$ cat src/rrts_pkg.sv
// Shared constants and types of the round-robin tick scheduler.
package rrts_pkg;

	localparam int RING_DEPTH = 16;
	localparam int SLOT_W     = $clog2(RING_DEPTH);
	localparam int CNT_W      = $clog2(RING_DEPTH + 1);
	localparam int TIME_W     = 16;
	localparam int ID_W       = 8;
	localparam int BURST_W    = 16;
	localparam int SLICE_W    = 8;
	localparam int DROP_W     = 5;
	localparam int QUEUE_DEPTH = 2;
	localparam int QPTR_W     = 1;
	localparam int QCNT_W     = 2;

	localparam logic [SLICE_W-1:0] SLICE_RESET  = 8'd4;
	localparam logic [TIME_W-1:0]  CUTOFF_RESET = 16'd100;
	localparam logic [TIME_W-1:0]  TIME_MAX     = {TIME_W{1'b1}};

	localparam logic FUNC_ARRIVE = 1'b0;
	localparam logic FUNC_TICK   = 1'b1;

	localparam int PADDR_W = 3;
	localparam logic REG_SLICE  = 1'b0;
	localparam logic REG_CUTOFF = 1'b1;

	typedef struct packed {
		logic               func;
		logic [ID_W-1:0]    arrive_id;
		logic [BURST_W-1:0] arrive_burst;
	} item_t;

	typedef struct packed {
		logic               was_tick;
		logic               accepted;
		logic               ran_valid;
		logic [ID_W-1:0]    ran_id;
		logic               finished;
		logic [TIME_W-1:0]  start_at;
		logic [TIME_W-1:0]  tick_time;
		logic [DROP_W-1:0]  dropped_count;
		logic               all_done;
	} result_t;

	typedef struct packed {
		logic  valid;
		item_t item;
	} front_out_t;

endpackage

$ cat src/rrts_front.sv
// Input queue that accepts items and presents the oldest one to the engine.
module rrts_front (
	input  logic                clk,
	input  logic                arst_n,
	input  logic                push,
	output logic                full,
	input  rrts_pkg::item_t     item,
	output rrts_pkg::front_out_t head,
	input  logic                take
);

	rrts_pkg::item_t                  mem_q [rrts_pkg::QUEUE_DEPTH];
	logic [rrts_pkg::QPTR_W-1:0]      wr_q;
	logic [rrts_pkg::QPTR_W-1:0]      rd_q;
	logic [rrts_pkg::QCNT_W-1:0]      cnt_q;
	logic                             do_push;
	logic                             do_pop;

	function automatic logic [rrts_pkg::QCNT_W-1:0] QCNT_ONE(input logic b);
		QCNT_ONE = {{(rrts_pkg::QCNT_W-1){1'b0}}, b};
	endfunction

	assign full       = (cnt_q == rrts_pkg::QCNT_W'(rrts_pkg::QUEUE_DEPTH));
	assign do_push    = push && !full;
	assign do_pop     = take && (cnt_q != '0);
	assign head.valid = (cnt_q != '0);
	assign head.item  = mem_q[rd_q];

	always_ff @(posedge clk) begin
		if (do_push) begin
			mem_q[wr_q] <= item;
		end
	end

	always_ff @(posedge clk or negedge arst_n) begin
		if (!arst_n) begin
			wr_q  <= '0;
			rd_q  <= '0;
			cnt_q <= '0;
		end else begin
			if (do_push) begin
				wr_q <= wr_q + 1'b1;
			end
			if (do_pop) begin
				rd_q <= rd_q + 1'b1;
			end
			cnt_q <= cnt_q + QCNT_ONE(do_push) - QCNT_ONE(do_pop);
		end
	end

endmodule

$ cat src/rrts_outq.sv
// Result queue that holds finished results until they are taken.
module rrts_outq (
	input  logic                 clk,
	input  logic                 arst_n,
	input  logic                 push,
	input  rrts_pkg::result_t    res_in,
	output logic                 room,
	output logic                 empty,
	input  logic                 pop,
	output rrts_pkg::result_t    res_out
);

	rrts_pkg::result_t               mem_q [rrts_pkg::QUEUE_DEPTH];
	logic [rrts_pkg::QPTR_W-1:0]     wr_q;
	logic [rrts_pkg::QPTR_W-1:0]     rd_q;
	logic [rrts_pkg::QCNT_W-1:0]     cnt_q;
	logic                            do_push;
	logic                            do_pop;
	logic [rrts_pkg::QCNT_W-1:0]     inc;
	logic [rrts_pkg::QCNT_W-1:0]     dec;

	assign room    = (cnt_q != rrts_pkg::QCNT_W'(rrts_pkg::QUEUE_DEPTH));
	assign empty   = (cnt_q == '0);
	assign do_push = push && room;
	assign do_pop  = pop && !empty;
	assign res_out = mem_q[rd_q];
	assign inc     = {{(rrts_pkg::QCNT_W-1){1'b0}}, do_push};
	assign dec     = {{(rrts_pkg::QCNT_W-1){1'b0}}, do_pop};

	always_ff @(posedge clk) begin
		if (do_push) begin
			mem_q[wr_q] <= res_in;
		end
	end

	always_ff @(posedge clk or negedge arst_n) begin
		if (!arst_n) begin
			wr_q  <= '0;
			rd_q  <= '0;
			cnt_q <= '0;
		end else begin
			if (do_push) begin
				wr_q <= wr_q + 1'b1;
			end
			if (do_pop) begin
				rd_q <= rd_q + 1'b1;
			end
			cnt_q <= cnt_q + inc - dec;
		end
	end

endmodule

$ cat src/rrts_back.sv
// Scheduling engine that keeps the task ring and carries out arrivals and ticks.
module rrts_back (
	input  logic                          clk,
	input  logic                          arst_n,
	input  rrts_pkg::front_out_t          head,
	output logic                          take,
	input  logic                          room,
	output logic                          res_push,
	output rrts_pkg::result_t             res,
	input  logic [rrts_pkg::SLICE_W-1:0]  slice_length,
	input  logic [rrts_pkg::TIME_W-1:0]   admit_cutoff
);

	typedef enum logic [2:0] {
		ST_IDLE, ST_CHK, ST_REM, ST_WALK, ST_REMF, ST_RUN, ST_FIN
	} state_t;

	typedef enum logic {RET_DROP, RET_FINISH} ret_t;

	localparam int SW = rrts_pkg::SLOT_W;
	localparam int CW = rrts_pkg::CNT_W;
	localparam int TW = rrts_pkg::TIME_W;

	state_t                         state_q;
	ret_t                           ret_q;
	logic [rrts_pkg::ID_W-1:0]      id_q     [rrts_pkg::RING_DEPTH];
	logic [rrts_pkg::BURST_W-1:0]   burst_q  [rrts_pkg::RING_DEPTH];
	logic [rrts_pkg::BURST_W-1:0]   done_q   [rrts_pkg::RING_DEPTH];
	logic [TW-1:0]                  start_q  [rrts_pkg::RING_DEPTH];
	logic [SW-1:0]                  link_q   [rrts_pkg::RING_DEPTH];
	logic [rrts_pkg::RING_DEPTH-1:0] used_q;
	logic [rrts_pkg::RING_DEPTH-1:0] started_q;
	logic [SW-1:0]                  head_q;
	logic [SW-1:0]                  tail_q;
	logic [CW-1:0]                  count_q;
	logic [SW-1:0]                  cur_q;
	logic                           cv_q;
	logic [rrts_pkg::SLICE_W-1:0]   slice_q;
	logic [TW-1:0]                  now_q;
	logic [SW-1:0]                  p_q;
	logic [SW-1:0]                  after_q;
	logic                           hn_q;
	logic                           ran_valid_q;
	logic [rrts_pkg::ID_W-1:0]      ran_id_q;
	logic                           fin_q;
	logic [TW-1:0]                  start_at_q;
	logic [TW-1:0]                  tick_time_q;
	logic [rrts_pkg::DROP_W-1:0]    drop_q;

	logic [SW-1:0]                  rd_addr;
	logic [SW-1:0]                  link_rd;
	logic [SW-1:0]                  free_slot;
	logic                           go;
	logic                           arr_go;
	logic                           admit;
	logic                           new_wr;
	logic                           walk_hit;
	logic [rrts_pkg::BURST_W-1:0]   done_new;
	logic [TW-1:0]                  start_new;
	logic [TW-1:0]                  now_next;

	assign go        = (state_q == ST_IDLE) && head.valid && room;
	assign take      = go;
	assign arr_go    = go && (head.item.func == rrts_pkg::FUNC_ARRIVE);
	assign admit     = (now_q < admit_cutoff) && (count_q < CW'(rrts_pkg::RING_DEPTH));
	assign new_wr    = arr_go && admit;
	assign rd_addr   = (state_q == ST_WALK) ? p_q : cur_q;
	assign link_rd   = link_q[rd_addr];
	assign walk_hit  = (state_q == ST_WALK) && (link_rd == cur_q);
	assign done_new  = (done_q[rd_addr] == '1) ? done_q[rd_addr] : done_q[rd_addr] + 1'b1;
	assign start_new = started_q[rd_addr] ? start_q[rd_addr] : now_q;
	assign now_next  = (now_q == rrts_pkg::TIME_MAX) ? now_q : now_q + 1'b1;

	always_comb begin
		free_slot = '0;
		for (int i = rrts_pkg::RING_DEPTH - 1; i >= 0; i--) begin
			if (!used_q[i]) begin
				free_slot = SW'(i);
			end
		end
	end

	assign res_push = arr_go || (state_q == ST_FIN);

	always_comb begin
		res               = '0;
		res.tick_time     = now_q;
		res.was_tick      = (state_q == ST_FIN);
		if (state_q == ST_FIN) begin
			res.ran_valid     = ran_valid_q;
			res.ran_id        = ran_id_q;
			res.finished      = fin_q;
			res.start_at      = start_at_q;
			res.tick_time     = tick_time_q;
			res.dropped_count = drop_q;
			res.all_done      = (now_next >= admit_cutoff) && (count_q == '0);
		end else begin
			res.accepted      = new_wr;
		end
	end

	always_ff @(posedge clk) begin
		if (new_wr) begin
			id_q[free_slot]    <= head.item.arrive_id;
			burst_q[free_slot] <= head.item.arrive_burst;
			done_q[free_slot]  <= '0;
			start_q[free_slot] <= '0;
			link_q[free_slot]  <= '0;
			if (count_q != '0) begin
				link_q[tail_q] <= free_slot;
			end
		end
		if (walk_hit) begin
			link_q[p_q] <= after_q;
		end
		if (state_q == ST_RUN) begin
			done_q[cur_q]  <= done_new;
			start_q[cur_q] <= start_new;
		end
	end

	always_ff @(posedge clk or negedge arst_n) begin
		if (!arst_n) begin
			state_q     <= ST_IDLE;
			ret_q       <= RET_DROP;
			used_q      <= '0;
			started_q   <= '0;
			head_q      <= '0;
			tail_q      <= '0;
			count_q     <= '0;
			cur_q       <= '0;
			cv_q        <= 1'b0;
			slice_q     <= '0;
			now_q       <= '0;
			p_q         <= '0;
			after_q     <= '0;
			hn_q        <= 1'b0;
			ran_valid_q <= 1'b0;
			ran_id_q    <= '0;
			fin_q       <= 1'b0;
			start_at_q  <= '0;
			tick_time_q <= '0;
			drop_q      <= '0;
		end else begin
			unique case (state_q)
				ST_IDLE: begin
					if (new_wr) begin
						used_q[free_slot]    <= 1'b1;
						started_q[free_slot] <= 1'b0;
						if (count_q == '0) begin
							head_q <= free_slot;
						end
						tail_q  <= free_slot;
						count_q <= count_q + 1'b1;
					end
					if (go && head.item.func == rrts_pkg::FUNC_TICK) begin
						ran_valid_q <= 1'b0;
						ran_id_q    <= '0;
						fin_q       <= 1'b0;
						start_at_q  <= '0;
						tick_time_q <= now_q;
						drop_q      <= '0;
						if (!cv_q) begin
							slice_q <= '0;
							cur_q   <= head_q;
							cv_q    <= (count_q != '0);
						end else if (slice_q == slice_length) begin
							slice_q <= '0;
							cur_q   <= (cur_q != tail_q) ? link_rd : head_q;
						end
						state_q <= ST_CHK;
					end
				end
				ST_CHK: begin
					if (cv_q && now_q >= admit_cutoff && !started_q[cur_q]) begin
						ret_q   <= RET_DROP;
						state_q <= ST_REM;
					end else if (cv_q) begin
						state_q <= ST_RUN;
					end else begin
						state_q <= ST_FIN;
					end
				end
				ST_REM: begin
					after_q <= link_rd;
					hn_q    <= (cur_q != tail_q);
					if (cur_q == head_q) begin
						head_q  <= link_rd;
						state_q <= ST_REMF;
					end else begin
						p_q     <= head_q;
						state_q <= ST_WALK;
					end
				end
				ST_WALK: begin
					if (walk_hit) begin
						if (cur_q == tail_q) begin
							tail_q <= p_q;
						end
						state_q <= ST_REMF;
					end else begin
						p_q <= link_rd;
					end
				end
				ST_REMF: begin
					count_q          <= count_q - 1'b1;
					used_q[cur_q]    <= 1'b0;
					started_q[cur_q] <= 1'b0;
					slice_q          <= '0;
					if (ret_q == RET_DROP) begin
						drop_q <= drop_q + 1'b1;
						if (hn_q) begin
							cur_q <= after_q;
							cv_q  <= 1'b1;
						end else begin
							cur_q <= head_q;
							cv_q  <= (count_q > CW'(1));
						end
						state_q <= ST_CHK;
					end else begin
						cur_q   <= after_q;
						cv_q    <= hn_q;
						state_q <= ST_FIN;
					end
				end
				ST_RUN: begin
					ran_valid_q      <= 1'b1;
					ran_id_q         <= id_q[rd_addr];
					slice_q          <= slice_q + 1'b1;
					started_q[cur_q] <= 1'b1;
					start_at_q       <= start_new;
					if (done_new >= burst_q[rd_addr]) begin
						fin_q   <= 1'b1;
						ret_q   <= RET_FINISH;
						state_q <= ST_REM;
					end else begin
						state_q <= ST_FIN;
					end
				end
				ST_FIN: begin
					now_q   <= now_next;
					state_q <= ST_IDLE;
				end
				default: begin
					state_q <= ST_IDLE;
				end
			endcase
		end
	end

endmodule

$ cat src/round_robin_tick_scheduler_unit.sv
// Top level of the round-robin tick scheduler with its configuration port.
// An arrival result is pushed into the result queue as the engine takes the arrival; a
// tick result passes the check and finish states, the run state when a task runs, and a
// removal per dropped or finished task that may walk the ring links to find its predecessor.
// One item is in the engine at a time; two-entry queues on both sides decouple it.
// Reset is asynchronous and active low; it empties the ring and both queues.
module round_robin_tick_scheduler_unit (
	input  logic                           clk,
	input  logic                           arst_n,
	input  logic                           psel,
	input  logic                           penable,
	input  logic                           pwrite,
	input  logic [rrts_pkg::PADDR_W-1:0]   paddr,
	input  logic [31:0]                    pwdata,
	output logic [31:0]                    prdata,
	output logic                           pready,
	input  logic                           push,
	output logic                           full,
	input  logic                           func,
	input  logic [rrts_pkg::ID_W-1:0]      arrive_id,
	input  logic [rrts_pkg::BURST_W-1:0]   arrive_burst,
	output logic                           empty,
	input  logic                           pop,
	output logic                           was_tick,
	output logic                           accepted,
	output logic                           ran_valid,
	output logic [rrts_pkg::ID_W-1:0]      ran_id,
	output logic                           finished,
	output logic [rrts_pkg::TIME_W-1:0]    start_at,
	output logic [rrts_pkg::TIME_W-1:0]    tick_time,
	output logic [rrts_pkg::DROP_W-1:0]    dropped_count,
	output logic                           all_done
);

	logic [rrts_pkg::SLICE_W-1:0] slice_q;
	logic [rrts_pkg::TIME_W-1:0]  cutoff_q;
	rrts_pkg::item_t              item;
	rrts_pkg::front_out_t         fhead;
	rrts_pkg::result_t            res_in;
	rrts_pkg::result_t            res_out;
	logic                         take;
	logic                         room;
	logic                         res_push;

	assign pready = 1'b1;

	always_ff @(posedge clk or negedge arst_n) begin
		if (!arst_n) begin
			slice_q  <= rrts_pkg::SLICE_RESET;
			cutoff_q <= rrts_pkg::CUTOFF_RESET;
		end else if (psel && penable && pwrite && pready) begin
			if (paddr[2] == rrts_pkg::REG_SLICE) begin
				slice_q <= pwdata[rrts_pkg::SLICE_W-1:0];
			end else begin
				cutoff_q <= pwdata[rrts_pkg::TIME_W-1:0];
			end
		end
	end

	always_comb begin
		if (paddr[2] == rrts_pkg::REG_CUTOFF) begin
			prdata = {{(32 - rrts_pkg::TIME_W){1'b0}}, cutoff_q};
		end else begin
			prdata = {{(32 - rrts_pkg::SLICE_W){1'b0}}, slice_q};
		end
	end

	assign item.func         = func;
	assign item.arrive_id    = arrive_id;
	assign item.arrive_burst = arrive_burst;

	rrts_front u_front (
		.clk    (clk),
		.arst_n (arst_n),
		.push   (push),
		.full   (full),
		.item   (item),
		.head   (fhead),
		.take   (take)
	);

	rrts_back u_back (
		.clk          (clk),
		.arst_n       (arst_n),
		.head         (fhead),
		.take         (take),
		.room         (room),
		.res_push     (res_push),
		.res          (res_in),
		.slice_length (slice_q),
		.admit_cutoff (cutoff_q)
	);

	rrts_outq u_outq (
		.clk     (clk),
		.arst_n  (arst_n),
		.push    (res_push),
		.res_in  (res_in),
		.room    (room),
		.empty   (empty),
		.pop     (pop),
		.res_out (res_out)
	);

	assign was_tick      = res_out.was_tick;
	assign accepted      = res_out.accepted;
	assign ran_valid     = res_out.ran_valid;
	assign ran_id        = res_out.ran_id;
	assign finished      = res_out.finished;
	assign start_at      = res_out.start_at;
	assign tick_time     = res_out.tick_time;
	assign dropped_count = res_out.dropped_count;
	assign all_done      = res_out.all_done;

endmodule

$ cat config.mk
export PLATFORM = sky130hd
export DESIGN_NAME = round_robin_tick_scheduler_unit
export DESIGN_NICKNAME = d
export VERILOG_FILES = /design/src/rrts_pkg.sv /design/src/rrts_front.sv /design/src/rrts_outq.sv /design/src/rrts_back.sv /design/src/round_robin_tick_scheduler_unit.sv
export SDC_FILE = /design/constraint.sdc
export NUM_CORES = 2
export LEC_CHECK = 0
export BUFFER_PORTS_ARGS = -buffer_cell sky130_fd_sc_hd__clkbuf_2
export CORE_MARGIN = 8
export CORE_UTILIZATION = 30
export DETAILED_ROUTE_END_ITERATION = 10
export PLACE_DENSITY = 0.56
export SLEW_MARGIN = 10
export SYNTH_ARGS = -nofsm -noshare
export SYNTH_HDL_FRONTEND = slang
export SYNTH_HIERARCHICAL = 1
export SYNTH_SLANG_ARGS = --single-unit
$ cat constraint.sdc
create_clock -name clk -period 6.75 [get_ports clk]
set_clock_uncertainty 0.15 [all_clocks]
set_input_delay 1.6875 -clock clk [delete_from_list [all_inputs] [get_ports clk]]
set_output_delay 1.6875 -clock clk [all_outputs]
set_load 0.1 [all_outputs]
Word level (Yosys, flattened, before mapping)

Memories as Yosys holds them, arrays and structs flattened.
Cells that the tools add are included.

$add $sub $neg: 14
Order comparisons: 11
Eq/ne operators: 27
Muxes and demuxes: 107
Bitwise logic cells: 9
Reduce and logical (&&, ||, !) cells: 53

Operators with widths:

| kind                                                            | number |
|---|---|
| 16-bit two-way mux                                              | 9 |
| 4-bit two-way mux                                               | 35 |
| 16-bit case mux with 2 select lines                             | 2 |
| 16-bit bitwise AND                                              | 3 |
| 16-bit greater-or-equal comparator                              | 3 |
| 48-bit two-way mux                                              | 1 |
| 16-bit case mux with 3 select lines                             | 1 |
| 16-bit by 1-bit adder with 16-bit output, second input constant | 2 |
| 16-bit == test, second input constant                           | 2 |
| 8-bit two-way mux                                               | 4 |
| 16-bit inverter                                                 | 2 |
| 16-bit OR                                                       | 2 |
| 4-bit case mux with 2 select lines                              | 4 |
| 16-bit OR reduction                                             | 2 |
| 1-bit two-way mux                                               | 28 |
| 8-bit case mux with 3 select lines                              | 1 |
| 5-bit case mux with 2 select lines                              | 2 |
| 1-bit logical AND                                               | 18 |
| 3-bit two-way mux                                               | 6 |
| 3-bit case mux with 6 select lines                              | 1 |
| 3-bit AND reduction                                             | 6 |
| 16-bit less-than comparator                                     | 1 |
| 2-bit inequality test, second input constant                    | 8 |
| 8-bit case mux with 2 select lines                              | 1 |
| other kinds (36)                                                | 77 |

Register bits after elaboration: 166
Memory bits (writable): 1110
Input port bits: 67
Output and inout port bits: 85
Word-level logic and storage cells: 256
Memories kept: 7

Memory list:

| name           | depth | width | rd ports | clocked after memory_dff | wr ports | line            | source |
|---|---|---|---|---|---|---|---|
| u_back.burst_q | 16    | 16    | 1        | 0                        | 1        | rrts_back.sv:27 | `logic [rrts_pkg::BURST_W-1:0] burst_q [rrts_pkg::RING_DEPTH];` |
| u_back.done_q  | 16    | 16    | 1        | 0                        | 1        | rrts_back.sv:28 | `logic [rrts_pkg::BURST_W-1:0] done_q [rrts_pkg::RING_DEPTH];` |
| u_back.start_q | 16    | 16    | 1        | 0                        | 1        | rrts_back.sv:29 | `logic [TW-1:0] start_q [rrts_pkg::RING_DEPTH];` |
| u_back.id_q    | 16    | 8     | 1        | 0                        | 1        | rrts_back.sv:26 | `logic [rrts_pkg::ID_W-1:0] id_q [rrts_pkg::RING_DEPTH];` |
| u_outq.mem_q   | 2     | 50    | 1        | 0                        | 1        | rrts_outq.sv:13 | `rrts_pkg::result_t mem_q [rrts_pkg::QUEUE_DEPTH];` |
| u_back.link_q  | 16    | 4     | 1        | 0                        | 2        | rrts_back.sv:30 | `logic [SW-1:0] link_q [rrts_pkg::RING_DEPTH];` |
| +1 memories    | --    | --    | --       | --                       | --       | --              |  |

Depth between registers and ports, before layout

Depth in word-level cells: 24
Mapped depth: 30
Mapped depth without buffers: 22

Modules after synthesis

Netlist, hierarchy kept.

By module, submodules not included:

| module                          | times used | cells an instance | area an instance (µm²) | sequential area each (µm²) |
|---|---|---|---|---|
| rrts_back                       | 1          | 3993              | 48206.2                | 32180.9 |
| rrts_outq                       | 1          | 173               | 4057.6                 | 3103.0 |
| rrts_front                      | 1          | 96                | 2090.8                 | 1601.5 |
| round_robin_tick_scheduler_unit | 1          | 88                | 1257.5                 | 605.6 |

Least setup slack after synthesis

Ideal clock, no wire load.

Path type: reg-to-reg
Start: register u_back.state_q[2]
End: register u_back.state_q[2]
Setup time: 0.119 ns
Arrival: 4.816 ns
Data required time: 6.481 ns
Setup slack: 1.665 ns
Stages on the path, launching flop included: 29
Path buffers: 8
Period minus slack after synthesis: 5.085 ns
Cell sequence: dfrtp_1 buf_6 nand3b_4 buf_6 a21o_1 buf_6 buf_8 buf_6 buf_4 buf_2 buf_2 o2111ai_1 o311ai_0 o21ai_1 ha_1 nand3_1 nor3_4 mux2_2 ha_1 a21oi_1 nor2b_1 o21ai_0 a21oi_1 o21a_1 nor3_1 o41ai_1 o211ai_1 a21oi_1 nand2_1

Cells in the longest elaborated chain, start to end: 8
Elaborated cells on any way between the ends: 24
Those cells by class: add/sub (1); order compare (1); eq/ne (9); mux (4); reduce/logical (6); memory (3)

Ends and longest elaborated chain:

| what                                                                              | line                                               | source |
|---|---|---|
| from (decl)                                                                       | rrts_back.sv:24                                    | `state_t state_q;` |
| from (signal assigned)                                                            | rrts_back.sv:124                                   | `state_q <= ST_IDLE;` |
| from (signal assigned)                                                            | rrts_back.sv:171                                   | `state_q <= ST_CHK;` |
| from (signal assigned)                                                            | rrts_back.sv:177                                   | `state_q <= ST_REM;` |
| 3-bit by 2-bit == test with 1-bit output                                          | rrts_back.sv:67, rrts_back.sv:69, rrts_back.sv:145 |  |
| 4-bit two-way mux                                                                 | rrts_back.sv:67                                    | `assign rd_addr = (state_q == ST_WALK) ? p_q : cur_q;` |
| memory 16 x 16 bit                                                                | --                                                 |  |
| 16-bit by 1-bit adder with 16-bit output / 16-bit == test (equally long branches) | rrts_back.sv:70                                    | `assign done_new = (done_q[rd_addr] == '1) ? done_q[rd_addr] : done_q[rd_addr] + 1'b1;` |
| 16-bit two-way mux                                                                | rrts_back.sv:70                                    |  |
| 16-bit greater-or-equal comparator                                                | rrts_back.sv:232                                   | `if (done_new >= burst_q[rd_addr]) begin` |
| 3-bit two-way mux                                                                 | rrts_back.sv:232                                   |  |
| 3-bit case mux with 6 select lines                                                | rrts_back.sv:145                                   | `unique case (state_q)` |

Parallel ways exist; a longest one is shown, timed or not.
A chain may end at the register's enable or synchronous reset.

Final worst setup path

Start: register u_back.state_q[1]
End: register u_back.state_q[2]

The elaborated chain is that of the path after synthesis.

==> run_results.csv <==
group,metric,value,unit
floorplanning,start_util,0.301,
setup_path,rrSetupSlack,0.72,ns
setup_path,worstPathRequired,7.25,ns
routing,dr.pass1.iters,6,
synthesis,netlist-cell-type-count,102,
power,seqPwrFrac,0.338,
cts,clk_path_buf_depth,3,
synthesis,synth_top_flop_cell,"edfxtp_1",
cts,htreeDepth,4,
timing,setup_tns,0,ns
grt,antenna_found_initial,1,
setup_path,startpoint_type,"flip-flop",
setup_path,arrival,6.54,ns
setup_path,r2r_cells,22,
grt,overflow,0,
grt,met3_usage,0.0221,
floorplanning,die_y,447,um
synthesis,netlist_instances,4350,
placed_design,dp_hpwl,88.8,mm
setup_path,r2r-start,"u_back/state_q[1]$_DFFE_PN0P_",
setup_path,cp_max_fo,19,
synthesis,synth_xor_area_frac,0.0115,
synthesis,synth_edf_count,1110,
synthesis,syn_area,55600,sq um
placed_design,gp_congestion,0.871,
synthesis,yosysSeqAreaShare,0.674,
routing,vias,35641,
timing,worst_pin_slew,1.32,ns
timing,finalCriticalPeriod,6.03,ns
floorplanning,die_x,447,um
cts,clock_sinks,1276,
hold_path,hold_path_class,"reg2reg",
cts,post_cts_buffers,0,
routing,drc_errors,0,
setup_path,crit_path_end_kind,"flip-flop",
final_layout,area_growth,14.4,%
routing,wirelength,151,mm
power,p_sw,0.0125,W
synthesis,synthAdderAreaFrac,0.0133,
synthesis,synthMuxAreaShare,0.0497,
timing,drv_slew,0,
hold_path,hold_end,"u_back/start_at_q[0]$_DFFE_PN0P_",
power,power.share.clock,0.239,
power,peakVddDrop,0.000608,V
timing,finalHoldViolCount,0,
grt,grt_usage,0.146,
setup_path,crit_type,"reg2reg",
cts,root_buffer,"clkbuf_16",
grt,top_usage_layer,"met2",
synthesis,synth-warning-count,6,
power,p_sw_frac,0.414,
power,power_density,475,nW/um^2
grt,grt_pass1_vias,34469,
synthesis,yosys_register_bits,1276,
routing,ant_nets,0,
power,p_leak,23.2,nW
final_layout,fillers,17943,
grt,use_met1,0.212,
synthesis,yosys.area_share.simple,0.141,
cts,cts.repair.resized,0,
grt,grt_max_degree,142,
final_layout,instances_no_fill,7047,
floorplanning,std_cell_rows,158,
synthesis,syn_area_per_cell,12.8,sq um
power,internal_power,0.0177,W
placed_design,place_inst,6810,
hold_path,worstHoldStart,"u_back/start_at_q[0]$_DFFE_PN0P_",
cts,cts_buffers,131,
routing,wl_per_cell,21.4,um
grt,grt_pass1_wl,225,mm
synthesis,synth_compound_area_frac,0.0786,
run,max_cap_viol_count,0,
synthesis,synthArstFlopShare,0.130,
timing,slew_headroom,0.120,
timing,fmaxAchievable,0.166,GHz
timing,fin_crit_sh,0.894,
setup_path,r2r-end,"u_back/state_q[2]$_DFFE_PN0P_",
cts,clk_pin_slew,0.06,ns
timing,rsz0062_at_grt,"false",
cts,cts_hold_buffers,0,
floorplanning,ios,152,
power,combPwrFrac,0.423,
hold_path,holdPathStages,1,
floorplanning,dieArea,199000,sq um
final_layout,layout.nets,4589,
routing,viasPerCell,5.06,
grt,grt_use_met2,0.228,
synthesis,synth_top_family_by_area,"simple AND/OR/NAND/NOR gates",
routing,drtIter0Drc,3633,
run_status,status,"finished clean",
cts,cts_tree,"built",
cts,clk_latency,0.78,ns
final_layout,final_layout_size_suffix_gt1_frac,0.150,
timing,finalSetupViolCount,0,
placed_design,io_buffers,116,
floorplanning,core_area,185000,sq um
==> metrics by stage <==
step / utilization / instance area (sq um) / setup slack, ns / hold WS [ns] / power [W]
floorplan: - / 55700 / 1.66 / 0.289 / 0.0193
CTS: 0.344 / 63600 / 0.713 / 0.322 / 0.0304
detailed placement: 0.321 / 59400 / 0.789 / 0.308 / 0.0231
finish: 0.344 / 63600 / 0.716 / 0.319 / 0.0302
global placement: 0.321 / 59400 / 0.800 / 0.302 / 0.0230
global route: 0.344 / 63600 / 0.321 / 0.340 / 0.0318
==> layout by cell type (no fill, tap or decap), types with 78 or more instances in the layout <==
master	instances
o21ai_0	100
edfxtp_1	1110
mux2_4	78
a21oi_1	97
nand2_1	987
nor2_1	106
clkbuf_16	131
dfrtp_1	160
mux2i_1	83
clkbuf_2	115
a311oi_1	109
buf_4	135
nand3_1	359
==> cell type report <==
| cell class | count | area (sq um) | area share |
|---|---|---|---|
| antenna | 1 | 2.50 | 0.0000393 |
| clock buffer | 172 | 3500 | 0.0550 |
| clock inverter | 64 | 787 | 0.0124 |
| inverter | 64 | 240 | 0.00377 |
| multi-input combinational | 2730 | 16700 | 0.263 |
| sequential | 1276 | 37500 | 0.589 |
| tap | 2480 | 3100 | 0.0488 |
| timing repair buffer | 260 | 1780 | 0.0280 |
==> worst max-delay path: stages (launching register included) <==
cell	delay [ns]
dfrtp_1	0.54
and3b_1	0.40
mux2i_4	0.75
buf_4	0.38
a211oi_1	0.09
a311oi_1	0.29
a311oi_1	0.09
a21oi_1	0.37
nand4_1	0.28
nor3_4	0.35
mux2_2	0.41
ha_1	0.28
a21oi_1	0.06
nor2b_1	0.10
o21ai_0	0.08
a21oi_1	0.14
o21a_1	0.12
nor3_1	0.04
o41ai_1	0.35
buf_4	0.24
o211ai_1	0.10
a21oi_1	0.20
nand2_1	0.07
==> state kept, by name, indices dropped and copies added (netlist names), 3 cells and up <==
name / flops
u_back/slice_q: 8
u_back/tail_q: 4
u_back/cur_q: 4
u_back/start_q: 256
u_back/p_q: 4
u_back/burst_q: 256
u_back/id_q: 128
u_back/used_q: 16
u_back/state_q: 3
u_back/link_q: 64
u_front/mem_q: 50
u_back/start_at_q: 16
u_back/now_q: 16
slice_q: 8
u_outq/mem_q: 100
u_back/drop_q: 5
u_back/tick_time_q: 16
u_back/head_q: 4
u_back/ran_id_q: 8
u_back/after_q: 4
u_back/started_q: 16
u_back/count_q: 5
cutoff_q: 16
u_back/done_q: 256
==> power by group through the flow <==
stage	clock (W)	combinational [W]	sequential, W
final	0.00723	0.0128	0.0102
after global routing	0.00769	0.0138	0.0103
after CTS	0.00739	0.0128	0.0102
after detailed placement	0	0.0128	0.0104
after global placement	0	0.0127	0.0103
after floorplan	0	0.00926	0.0101
==> synth_stat cells (all sizes together), types with 6 or more instances <==
cell     count  area share
a22oi       12      0.0019
or3          6     0.00076
a21o        37      0.0050
nor3        27      0.0031
nand4       25      0.0032
nor2       142      0.0099
a21oi      102      0.0096
or2          7     0.00079
buf        153       0.018
o21ai      108      0.0099
and2        65      0.0074
a31oi       42      0.0047
and3        64      0.0072
o311ai       6     0.00094
mux2i       84       0.015
xnor2       49      0.0077
o221ai      23      0.0036
a211oi      57      0.0077
xor2        23      0.0038
a311oi     109       0.017
nor2b       16      0.0018
inv         63      0.0043
dfrtp      162       0.073
a31o        23      0.0036
nand2      993       0.067
ha          59       0.013
o22a         8      0.0013
nand3      360       0.032
edfxtp    1110        0.60
o211ai      11      0.0015
a2111oi      6      0.0016
nand2b      24      0.0027
mux2       121       0.030
a221oi       6     0.00094
o21a        10      0.0013
clkbuf     142      0.0096
o22ai       19      0.0021
mux4        12      0.0049
==> per-layer routing <==
metal / wire length [um] / vias up
met3: 9580 / 187
li1: - / 16229
met5: 0 / -
met2: 68500 / 1149
met1: 69600 / 18076
met4: 2960 / 0
==> worst max-delay path by stage <==
stage / start / to / slack, ns / cells after the start
after floorplan: u_back/state_q[2]$_DFFE_PN0P_ / u_back/state_q[2]$_DFFE_PN0P_ / 1.66 / 28
after global placement: u_back/state_q[1]$_DFFE_PN0P_ / u_back/state_q[2]$_DFFE_PN0P_ / 0.80 / 23
after detailed placement: u_back/state_q[1]$_DFFE_PN0P_ / u_back/state_q[2]$_DFFE_PN0P_ / 0.79 / 23
after CTS: u_back/state_q[1]$_DFFE_PN0P_ / u_back/state_q[2]$_DFFE_PN0P_ / 0.71 / 22
after global routing: u_back/state_q[1]$_DFFE_PN0P_ / u_back/state_q[2]$_DFFE_PN0P_ / 0.32 / 22
final: u_back/state_q[1]$_DFFE_PN0P_ / u_back/state_q[2]$_DFFE_PN0P_ / 0.72 / 22
==> kinds of logic after synthesis <==
| family | count (synthesis) |
|---|---|
| flops | 1276 |
| mux | 217 |
| buf+inv | 359 |
| fa+ha+maj | 59 |
| compound gates | 614 |
| simple gates | 1751 |
| other cells | 2 |
| xor+xnor | 72 |
Power figures use the tool's default switching activity.
